==> config.mk <==
export PLATFORM = sky130hd
export DESIGN_NAME = fragment_reassembly_context_table_core
export DESIGN_NICKNAME = d
export VERILOG_FILES = /design/src/design/frct_pkg.sv /design/src/design/fragment_reassembly_context_table_core.sv
export SDC_FILE = /design/constraint.sdc
export NUM_CORES = 1
export LEC_CHECK = 0
export BUFFER_PORTS_ARGS = -buffer_cell sky130_fd_sc_hd__buf_4
export CAP_MARGIN = 40
export CORE_ASPECT_RATIO = 1.2
export CORE_MARGIN = 2
export CORE_UTILIZATION = 46
export CTS_CLUSTER_DIAMETER = 30
export CTS_CLUSTER_SIZE = 24
export DETAILED_ROUTE_END_ITERATION = 10
export PLACE_DENSITY = 0.69
export SYNTH_ARGS = -nofsm -noshare
export SYNTH_HDL_FRONTEND = slang
export SYNTH_SLANG_ARGS = --single-unit
==> constraint.sdc <==
create_clock -name aclk -period 6.8 [get_ports aclk]
set_input_delay 1.02 -clock aclk [delete_from_list [all_inputs] [get_ports aclk]]
set_output_delay 1.02 -clock aclk [all_outputs]
set_load 0.01 [all_outputs]
==> src/design/frct_pkg.sv <==
// Shared types and codes for the fragment reassembly context table.
`default_nettype none

package frct_pkg;

    // Field widths of the request and response items
    localparam int FUNC_W     = 2;
    localparam int TERM_W     = 16;
    localparam int FRAG_W     = 8;
    localparam int LEN_W      = 16;
    localparam int STATUS_W   = 4;
    localparam int SLOT_OUT_W = 3;
    localparam int EXP_W      = 8;

    localparam int S_TDATA_W  = 40;
    localparam int M_TDATA_W  = 40;

    // Function codes
    localparam logic [FUNC_W-1:0] FN_FRAG    = 2'd0;
    localparam logic [FUNC_W-1:0] FN_RELEASE = 2'd1;
    localparam logic [FUNC_W-1:0] FN_LOOKUP  = 2'd2;

    // Fragment byte fields
    localparam logic [FRAG_W-1:0] MORE_BIT   = 8'h01;
    localparam logic [FRAG_W-1:0] INDEX_BITS = 8'hFE;

    // Response status codes
    localparam logic [STATUS_W-1:0] STAT_MORE     = 4'd0;
    localparam logic [STATUS_W-1:0] STAT_COMPLETE = 4'd1;
    localparam logic [STATUS_W-1:0] STAT_SINGLE   = 4'd2;
    localparam logic [STATUS_W-1:0] STAT_NOSLOT   = 4'd3;
    localparam logic [STATUS_W-1:0] STAT_ORDER    = 4'd4;
    localparam logic [STATUS_W-1:0] STAT_OVERFLOW = 4'd5;
    localparam logic [STATUS_W-1:0] STAT_RELEASED = 4'd6;
    localparam logic [STATUS_W-1:0] STAT_NOTFOUND = 4'd7;
    localparam logic [STATUS_W-1:0] STAT_HANDLE   = 4'd8;

    // One slot context held in the table memory
    typedef struct packed {
        logic [TERM_W-1:0] terminal;
        logic [EXP_W-1:0]  expected;
        logic [LEN_W-1:0]  collected;
    } ctx_entry_t;

    typedef enum logic [2:0] {
        S_IDLE,
        S_LOOK_RD,
        S_LOOK_CMP,
        S_CLAIM,
        S_PROC,
        S_RESP
    } state_t;

endpackage

`default_nettype wire

==> src/design/fragment_reassembly_context_table_core.sv <==
// Fragment reassembly context table: slot search, claim, index check and release.
//
// Requests enter on the s_axis channel: tuser carries the function code, tdata the
// terminal id, fragment byte and payload length. Each request yields exactly one
// response on the m_axis channel: tuser carries the status, tdata the slot index,
// write offset and byte total.
// A request is taken only while the sequencer is idle; s_axis_tready drops for the
// whole of its work. Unfragmented fragments and unknown function codes go straight
// to the response step. Otherwise the terminal search walks the slot table one entry
// at a time (a memory read, then a compare) until it hits or passes the last slot;
// a miss then, except for a release, walks the busy bits round-robin from the free
// pointer, one slot a cycle, up to SLOTS slots. Fragments then pass an index and
// length check before the response step.
// The response waits in an output register; while it is stalled by m_axis_tready
// the next request is still accepted and processed, and holds at its final step
// until the register frees. Reset clears all busy bits and the free pointer; the
// context memory needs no clearing since a slot's entry is read only once busy.
`default_nettype none

module fragment_reassembly_context_table_core #(
    parameter int SLOTS        = 8,
    parameter int BUFFER_BYTES = 16384
) (
    input  wire logic                           aclk,
    input  wire logic                           aresetn,
    input  wire logic                           s_axis_tvalid,
    output logic                                s_axis_tready,
    // terminal [15:0], frag_byte [23:16], payload_len [39:24]
    input  wire logic [frct_pkg::S_TDATA_W-1:0] s_axis_tdata,
    // func [1:0]
    input  wire logic [frct_pkg::FUNC_W-1:0]    s_axis_tuser,
    output logic                                m_axis_tvalid,
    input  wire logic                           m_axis_tready,
    // slot [2:0], write_offset [18:3], total_bytes [34:19], zero fill above
    output logic [frct_pkg::M_TDATA_W-1:0]      m_axis_tdata,
    // status [3:0]
    output logic [frct_pkg::STATUS_W-1:0]       m_axis_tuser
);
    import frct_pkg::*;

    localparam int IDX_W = (SLOTS > 1) ? $clog2(SLOTS) : 1;
    localparam logic [IDX_W-1:0] LAST_SLOT = IDX_W'(SLOTS - 1);
    localparam logic [LEN_W:0]   BUF_LIMIT = (LEN_W + 1)'(BUFFER_BYTES);

    state_t               state_reg, state_next;
    logic [FUNC_W-1:0]    func_reg, func_next;
    logic [TERM_W-1:0]    term_reg, term_next;
    logic [FRAG_W-1:0]    fb_reg, fb_next;
    logic [LEN_W-1:0]     len_reg, len_next;
    logic [IDX_W-1:0]     cnt_reg, cnt_next;
    logic [IDX_W-1:0]     step_reg, step_next;
    logic [IDX_W-1:0]     fp_reg, fp_next;
    logic [SLOTS-1:0]     busy_reg, busy_next;
    logic [EXP_W-1:0]     exp_reg, exp_next;
    logic [LEN_W-1:0]     coll_reg, coll_next;

    logic [STATUS_W-1:0]  res_status_reg, res_status_next;
    logic [IDX_W-1:0]     res_slot_reg, res_slot_next;
    logic [LEN_W-1:0]     res_off_reg, res_off_next;
    logic [LEN_W-1:0]     res_tot_reg, res_tot_next;

    logic                 m_valid_reg, m_valid_next;
    logic [M_TDATA_W-1:0] m_tdata_reg, m_tdata_next;
    logic [STATUS_W-1:0]  m_tuser_reg, m_tuser_next;

    ctx_entry_t           ctx_mem [SLOTS];
    ctx_entry_t           rd_q_reg;
    logic                 mem_we;
    ctx_entry_t           mem_wdata;

    logic [LEN_W:0]       sum;
    logic [EXP_W-1:0]     frag_idx;
    logic [IDX_W+2:0]     slot_ext;
    logic                 out_free;

    // Table memory: one write and one registered read, both at the scan counter
    always_ff @(posedge aclk) begin
        if (mem_we) begin
            ctx_mem[cnt_reg] <= mem_wdata;
        end
        rd_q_reg <= ctx_mem[cnt_reg];
    end

    always_ff @(posedge aclk) begin
        if (!aresetn) begin
            state_reg   <= S_IDLE;
            busy_reg    <= '0;
            fp_reg      <= '0;
            m_valid_reg <= 1'b0;
        end else begin
            state_reg   <= state_next;
            busy_reg    <= busy_next;
            fp_reg      <= fp_next;
            m_valid_reg <= m_valid_next;
        end
    end

    always_ff @(posedge aclk) begin
        func_reg       <= func_next;
        term_reg       <= term_next;
        fb_reg         <= fb_next;
        len_reg        <= len_next;
        cnt_reg        <= cnt_next;
        step_reg       <= step_next;
        exp_reg        <= exp_next;
        coll_reg       <= coll_next;
        res_status_reg <= res_status_next;
        res_slot_reg   <= res_slot_next;
        res_off_reg    <= res_off_next;
        res_tot_reg    <= res_tot_next;
        m_tdata_reg    <= m_tdata_next;
        m_tuser_reg    <= m_tuser_next;
    end

    assign sum      = {1'b0, coll_reg} + {1'b0, len_reg};
    assign frag_idx = (fb_reg & INDEX_BITS) >> 1;
    assign slot_ext = (IDX_W + 3)'(res_slot_reg);
    assign out_free = !m_valid_reg || m_axis_tready;

    always_comb begin
        state_next      = state_reg;
        func_next       = func_reg;
        term_next       = term_reg;
        fb_next         = fb_reg;
        len_next        = len_reg;
        cnt_next        = cnt_reg;
        step_next       = step_reg;
        fp_next         = fp_reg;
        busy_next       = busy_reg;
        exp_next        = exp_reg;
        coll_next       = coll_reg;
        res_status_next = res_status_reg;
        res_slot_next   = res_slot_reg;
        res_off_next    = res_off_reg;
        res_tot_next    = res_tot_reg;
        m_tdata_next    = m_tdata_reg;
        m_tuser_next    = m_tuser_reg;
        m_valid_next    = m_valid_reg && !m_axis_tready;
        mem_we          = 1'b0;
        mem_wdata       = '{terminal: term_reg, expected: '0, collected: '0};
        s_axis_tready   = 1'b0;

        case (state_reg)
            S_IDLE: begin
                s_axis_tready = 1'b1;
                if (s_axis_tvalid) begin
                    func_next       = s_axis_tuser;
                    term_next       = s_axis_tdata[15:0];
                    fb_next         = s_axis_tdata[23:16];
                    len_next        = s_axis_tdata[39:24];
                    cnt_next        = '0;
                    res_status_next = STAT_NOTFOUND;
                    res_slot_next   = '0;
                    res_off_next    = '0;
                    res_tot_next    = '0;
                    if (s_axis_tuser == FN_FRAG && s_axis_tdata[23:16] == '0) begin
                        res_status_next = STAT_SINGLE;
                        res_tot_next    = s_axis_tdata[39:24];
                        state_next      = S_RESP;
                    end else if (s_axis_tuser == FN_FRAG || s_axis_tuser == FN_RELEASE ||
                                 s_axis_tuser == FN_LOOKUP) begin
                        state_next = S_LOOK_RD;
                    end else begin
                        state_next = S_RESP;
                    end
                end
            end
            S_LOOK_RD: begin
                state_next = S_LOOK_CMP;
            end
            S_LOOK_CMP: begin
                if (busy_reg[cnt_reg] && rd_q_reg.terminal == term_reg) begin
                    exp_next      = rd_q_reg.expected;
                    coll_next     = rd_q_reg.collected;
                    res_slot_next = cnt_reg;
                    if (func_reg == FN_RELEASE) begin
                        busy_next[cnt_reg] = 1'b0;
                        res_status_next    = STAT_RELEASED;
                        state_next         = S_RESP;
                    end else if (func_reg == FN_FRAG) begin
                        state_next = S_PROC;
                    end else begin
                        res_status_next = STAT_HANDLE;
                        res_off_next    = rd_q_reg.collected;
                        res_tot_next    = rd_q_reg.collected;
                        state_next      = S_RESP;
                    end
                end else if (cnt_reg == LAST_SLOT) begin
                    if (func_reg == FN_RELEASE) begin
                        state_next = S_RESP;
                    end else begin
                        // start the round-robin claim at the free pointer
                        cnt_next   = fp_reg;
                        step_next  = '0;
                        state_next = S_CLAIM;
                    end
                end else begin
                    cnt_next   = cnt_reg + IDX_W'(1);
                    state_next = S_LOOK_RD;
                end
            end
            S_CLAIM: begin
                if (!busy_reg[cnt_reg]) begin
                    busy_next[cnt_reg] = 1'b1;
                    mem_we             = 1'b1;
                    fp_next            = cnt_reg;
                    exp_next           = '0;
                    coll_next          = '0;
                    res_slot_next      = cnt_reg;
                    if (func_reg == FN_FRAG) begin
                        state_next = S_PROC;
                    end else begin
                        res_status_next = STAT_HANDLE;
                        state_next      = S_RESP;
                    end
                end else if (step_reg == LAST_SLOT) begin
                    res_status_next = STAT_NOSLOT;
                    state_next      = S_RESP;
                end else begin
                    step_next = step_reg + IDX_W'(1);
                    cnt_next  = (cnt_reg == LAST_SLOT) ? '0 : cnt_reg + IDX_W'(1);
                end
            end
            S_PROC: begin
                state_next = S_RESP;
                if (exp_reg != frag_idx) begin
                    busy_next[cnt_reg] = 1'b0;
                    res_status_next    = STAT_ORDER;
                end else if (sum > BUF_LIMIT) begin
                    busy_next[cnt_reg] = 1'b0;
                    res_status_next    = STAT_OVERFLOW;
                    res_off_next       = coll_reg;
                end else begin
                    mem_we          = 1'b1;
                    mem_wdata       = '{terminal:  term_reg,
                                        expected:  frag_idx + EXP_W'(1),
                                        collected: sum[LEN_W-1:0]};
                    res_off_next    = coll_reg;
                    res_tot_next    = sum[LEN_W-1:0];
                    res_status_next = ((fb_reg & MORE_BIT) != '0) ? STAT_MORE
                                                                   : STAT_COMPLETE;
                end
            end
            S_RESP: begin
                // hold until the output register is free
                if (out_free) begin
                    m_valid_next = 1'b1;
                    m_tuser_next = res_status_reg;
                    m_tdata_next = {5'b0, res_tot_reg, res_off_reg, slot_ext[2:0]};
                    state_next   = S_IDLE;
                end
            end
            default: begin
                state_next = S_IDLE;
            end
        endcase
    end

    assign m_axis_tvalid = m_valid_reg;
    assign m_axis_tdata  = m_tdata_reg;
    assign m_axis_tuser  = m_tuser_reg;

`ifndef SYNTHESIS
    a_one_request: assert property (@(posedge aclk) disable iff (!aresetn)
        s_axis_tvalid && s_axis_tready |=> !s_axis_tready)
        else $error("request accepted while previous one in progress");

    a_busy_step: assert property (@(posedge aclk) disable iff (!aresetn)
        $countones(busy_reg) <= $countones($past(busy_reg)) + 1)
        else $error("more than one slot claimed in a cycle");

    a_total_ge_offset: assert property (@(posedge aclk) disable iff (!aresetn)
        state_reg == S_RESP && (res_status_reg == STAT_MORE ||
                                res_status_reg == STAT_COMPLETE)
        |-> res_tot_reg >= res_off_reg)
        else $error("byte total below write offset");

    a_status_range: assert property (@(posedge aclk) disable iff (!aresetn)
        m_axis_tvalid |-> m_axis_tuser <= STAT_HANDLE)
        else $error("status code out of range");
`endif

endmodule

`default_nettype wire
; ---- Yosys cells after proc, flatten, opt, wreduce, memory -nomap -nowiden
; Memory sizes are Yosys's and may differ from the RTL's. A register that Yosys moved wholly into a read port is not among the register bits.
; Cells that the tools add are included.
[totals]
regBits = 165
wordCells = 167
mem_bits_rw = 320
in_bits = 46
mem_count = 1
[mem_list]
columns = name, depth, width, rd, rd_clocked_by_memory_dff, wr, line
row1 = ctx_mem, 8, 40, 1, 1, 1, fragment_reassembly_context_table_core.sv:66  ; ctx_entry_t ctx_mem [SLOTS];
[classes]
n_bitwise = 4
n_reduce_logical = 30
order_cmp = 3
n_addsub = 4
n_eq_ne = 28
mux = 79
[ops]
columns = op, count
row1 = $mux W16, 11
row2 = $pmux W16 S3, 2
row3 = $mux W3, 26
row4 = $mux W24, 3
row5 = $mux W8, 7
row6 = $pmux W16 S2, 1
row7 = $ne A2 B2 Y1 const B, 13
row8 = $mux W4, 6
row9 = $pmux W8 S3, 1
row10 = $pmux W3 S3, 2
row11 = $pmux W3 S6, 1
row12 = $reduce_and A6 Y1, 3
row13 = $add A16 B16 Y17, 1
row14 = $gt A17 B15 Y1 const B, 1
row15 = $eq A16 B16 Y1, 1
row16 = $pmux W4 S4, 1
row17 = $pmux W8 S2, 1
row18 = $mux W1, 13
row19 = $eq A3 B3 Y1 const B, 4
row20 = $ne A3 B3 Y1 const B, 3
row21 = $reduce_bool A3 Y1, 3
row22 = $add A7 B1 Y8 const B, 1
row23 = $and A8 B8 Y8, 1
row24 = $logic_not A8 Y1, 1
row25 = 27 further kinds, 41

; ---- Depth between registers and ports, before layout
[logic_depth]
word_depth = 9
mapped_depth = 13
depth_no_buf = 12

; ---- Worst setup path after synthesis
; OpenSTA, ideal clock, no wires.
[synth_timing]
kind = flip-flop to flip-flop
from = register coll_reg[6]
to = memory ctx_mem[6][0] (netlist bit), enable pin
path_stages_with_launch = 12
path_slack_ps = 828
period_less_slack_ps = 5972
arrival_ps = 5473
path_cell_list = edfxtp_1 ha_1 buf_2 a2111oi_4 o21ai_2 a41oi_2 xor2_1 o21ai_1 nor4_1 a21oi_1 or3_4 a21boi_0
[synth_via]
elab_chain_len = 7
[synth_rtl]
columns = element, line
row1 = start: declaration, fragment_reassembly_context_table_core.sv:55  ; logic [LEN_W-1:0] coll_reg, coll_next;
row2 = start signal: assignment, fragment_reassembly_context_table_core.sv:106  ; coll_reg <= coll_next;
row3 = $add A16 B16 Y17, fragment_reassembly_context_table_core.sv:115  ; assign sum = {1'b0, coll_reg} + {1'b0, len_reg};
row4 = $gt A17 B15 Y1, fragment_reassembly_context_table_core.sv:229  ; end else if (sum > BUF_LIMIT) begin
row5 = $mux W1, fragment_reassembly_context_table_core.sv:229
row6 = $mux W1, fragment_reassembly_context_table_core.sv:226  ; if (exp_reg != frag_idx) begin
row7 = $pmux W1 S2, fragment_reassembly_context_table_core.sv:143  ; case (state_reg)
row8 = $mux W1, fragment_reassembly_context_table_core.sv:78  ; if (mem_we) begin
row9 = $mux W1 (not written as such), fragment_reassembly_context_table_core.sv:79  ; ctx_mem[cnt_reg] <= mem_wdata;
row10 = end: declaration, fragment_reassembly_context_table_core.sv:66
; No other way between the ends.

; ---- Final worst setup path
[layout_timing]
from = register cnt_reg[1]
to = register res_tot_reg[6], enable pin
[layout_via]
elab_chain_len = 5
[layout_rtl]
columns = element, line
row1 = start: declaration, fragment_reassembly_context_table_core.sv:50  ; logic [IDX_W-1:0] cnt_reg, cnt_next;
row2 = start signal: assignment, fragment_reassembly_context_table_core.sv:103  ; cnt_reg <= cnt_next;
row3 = $bmux W1 S3, fragment_reassembly_context_table_core.sv:172  ; if (busy_reg[cnt_reg] && rd_q_reg.terminal == term_reg) begin
row4 = $mux W1 (not written as such), fragment_reassembly_context_table_core.sv:172
row5 = $logic_and A1 B1 Y1, fragment_reassembly_context_table_core.sv:172
row6 = $ne A2 B2 Y1 (no line), -
row7 = $reduce_and A7 Y1 (no line), -
row8 = end signal: assignment, fragment_reassembly_context_table_core.sv:110  ; res_tot_reg <= res_tot_next;
row9 = end: declaration, fragment_reassembly_context_table_core.sv:60  ; logic [LEN_W-1:0] res_tot_reg, res_tot_next;
; No other way between the ends. The select of a mux whose other input is x is not followed.
; A chain may end at the register's enable or synchronous reset.

==> results.tsv <==
metric	value	unit
outcome	complete, no violations	
most frequent cells in the layout	edfxtp_1 (470), a22oi_1 (172), buf_4 (112)	
Fin. Hold Viols	0	
power density relative to cell area	369	nW/um2
total track usage	0.203	
vias per cell	5.84	
grt ovf	0	
worst path bufs/invs	0	
drt first pass iters	5	
worst-path maximum fanout	17	
Min-Delay Path Class	reg -> reg	
Fmax	0.215	GHz
via count	11700	
Core Box Area	42700	um2
VDD IR-drop max	0.235	mV
Pleak	8.83	nW
IO Pins	92	
Remaining DRCs	0	
Cell Chain, Critical Path	mux4_2, mux2i_1, or4_1, or2_2, o21ai_0, and3_1, and2_1	
Final Skew	0.0268	ns
CP peak stage delay	0.85	ns
Die X	194	um
Clock power frac	0.519	
slew margin rel.	0.410	
# setup viols final	0	
Die ar.	44900	um2
I/O Buffers	86	
antenna-violating nets left	0	
dpl hpwl	25800	um
clock sink count	525	
largest net degree at the start of global routing	43	
min cycle time layout	4.66	ns
routed len/inst	22.7	um
YS warnings	0	
Largest register FFs	320	
Rows	83	
Iter 0 DRT Violations	994	
die height	232	um
Critical Path AT	4.90	ns
Max Cap Violations	0	
post-synthesis cell area	19900	um2
Final Wtd Congestion	0.884	
Setup Fix Bufs, Post-CTS	0	
initial core utilization	0.466	
worst skew pair latency	0.62	ns
family with the most delay on the worst path	simple AND/OR/NAND/NOR gates	
Antenna diodes	0	
dominant synthesized flop cell	edfxtp_1	
slowest CP cell	or4_1	
Syn Area/Cell	16.2	um2
H-tree level count	3	
total CTS buffers	87	
cts-stage hold buffer count	0	
Power, Total	9.08	mW
Pint	6.95	mW
P_sw	2.13	mW
combinational fraction of design power	0.063	
sequential fraction of the synthesis area	0.766	
Final Core Density	0.576	
CTS max path bufs	3	
TritonCTS clock tree	built	
Fill cells	3180	
part of the power in registers	0.417	
Sw Ratio	0.234	
initial antenna violation count	0	
Root Driver	clkbuf_16	
cells after synthesis	1225	
crit end category	flip-flop	
Slew Limit Fails	0	
post-synthesis register bit count	525	
synthesis-to-layout area growth	23.7	%
Setup Crit Path Kind	reg -> reg	
post-cts sizing count	0	
Async S/R FF share, synth	0	
clock-pin slew on the worst setup and hold paths	0.05	ns
layout cells sized above 1	0.212	
Worst setup SP type	flip-flop	
number of enable flip-flop cells after synthesis	470	
Worst Path Required	7.04	ns
setup TNS	0	ns
Total Wirelength	45300	um
final net count	1439	
period utilisation layout	0.685	
commonest non-fill, non-tap cell in the layout	edfxtp_1	
RSZ-0062 raised after global routing	false	
global-route wire length before repair	69900	um
Netlist cell types	69	
Least-Margin Pin Slew	0.860	ns
vias in the first global route	12100	
[synth_stat cells (all sizes together) (6+ instances only)]
| cell | number | area share |
|---|---|---|
| nor2b | 33 | 0.010 |
| edfxtp | 470 | 0.71 |
| o21ai | 33 | 0.0085 |
| clkbuf | 60 | 0.011 |
| buf | 10 | 0.0035 |
| nand4 | 43 | 0.014 |
| dfxtp | 55 | 0.055 |
| a21boi | 11 | 0.0042 |
| nand3 | 13 | 0.0033 |
| ha | 21 | 0.013 |
| inv | 16 | 0.0030 |
| nand2b | 6 | 0.0019 |
| mux2i | 15 | 0.0076 |
| nand2 | 33 | 0.0062 |
| xor2 | 25 | 0.011 |
| a22o | 15 | 0.0066 |
| and2 | 8 | 0.0025 |
| xnor2 | 14 | 0.0062 |
| o311ai | 10 | 0.0053 |
| nor4 | 9 | 0.0028 |
| nor2 | 56 | 0.011 |
| a22oi | 172 | 0.065 |
| a21oi | 22 | 0.0055 |
| nor3 | 8 | 0.0023 |
[routing by layer]
metal | global-route usage | wire length (um)
met4 | 0.0816 | 1010
met3 | 0.0341 | 3160
met1 | 0.265 | 18700
met5 | 0 | 0
met2 | 0.341 | 22400
[power by group through the flow]
stage	Sequential [mW]	Combinational [mW]	Clock [mW]
after floorplan	3.80	0.381	0
after global placement	3.84	0.561	0
after detailed placement	3.85	0.570	0
after CTS	3.79	0.573	4.78
after global routing	3.80	0.627	4.93
final	3.79	0.576	4.72
[worst reg2reg max path, cell delays in order, from the launching register on]
cell and delay (ns):
edfxtp_1 0.77, mux4_2 0.37, mux2i_1 0.27, or4_1 0.86, or2_2 0.38, o21ai_0 0.15, and3_1 0.73, and2_1 0.75
[through the flow]
step | setup WS (ns) | hold WS [ns] | cells | area, um2
floorplan | 0.828 | 0.400 | 1237 | 19900
global placement | 2.23 | 0.401 | 1832 | 21300
detailed placement | 2.12 | 0.405 | 1833 | 21400
CTS | 2.08 | 0.415 | 1996 | 24600
global route | 1.86 | 0.423 | 1997 | 24600
finish | 2.14 | 0.411 | 1997 | 24600
[path summary, 6_finish.rpt]
| path | cells after the start | end | start | slack [ns] |
|---|---|---|---|---|
| max reg2reg | 7 | res_tot_reg[6]$_DFFE_PP_ | cnt_reg[1]$_DFFE_PP_ | 2.14 |
| max | 7 | res_tot_reg[6]$_DFFE_PP_ | cnt_reg[1]$_DFFE_PP_ | 2.14 |
| min | 0 | m_axis_tdata[33]$_DFFE_PP_ | res_tot_reg[14]$_DFFE_PP_ | 0.41 |
| min reg2reg | 0 | m_axis_tdata[33]$_DFFE_PP_ | res_tot_reg[14]$_DFFE_PP_ | 0.41 |
[cell families (layout without fill, tap and decap cells)]
kind of cell	after synthesis	count (layout)	synth area share
xor+xnor	39	39	0.0172
other cells	1	13	0.000189
flops	525	525	0.766
buf+inv	87	295	0.0180
compound gates	304	304	0.113
fa+ha+maj	22	22	0.0142
mux	18	18	0.0104
simple gates	229	229	0.0610
[cell type report]
type / count / area [um2] / area share
Tap cell: 552 / 691 / 0.0281
Multi-Input combinational cell: 625 / 4490 / 0.183
Sequential cell: 525 / 15200 / 0.619
Timing Repair Buffer: 115 / 901 / 0.0366
Clock inverter: 73 / 1040 / 0.0422
Inverter: 17 / 63.8 / 0.00260
Clock buffer: 90 / 2190 / 0.0890
Power figures use the tool's default switching activity.
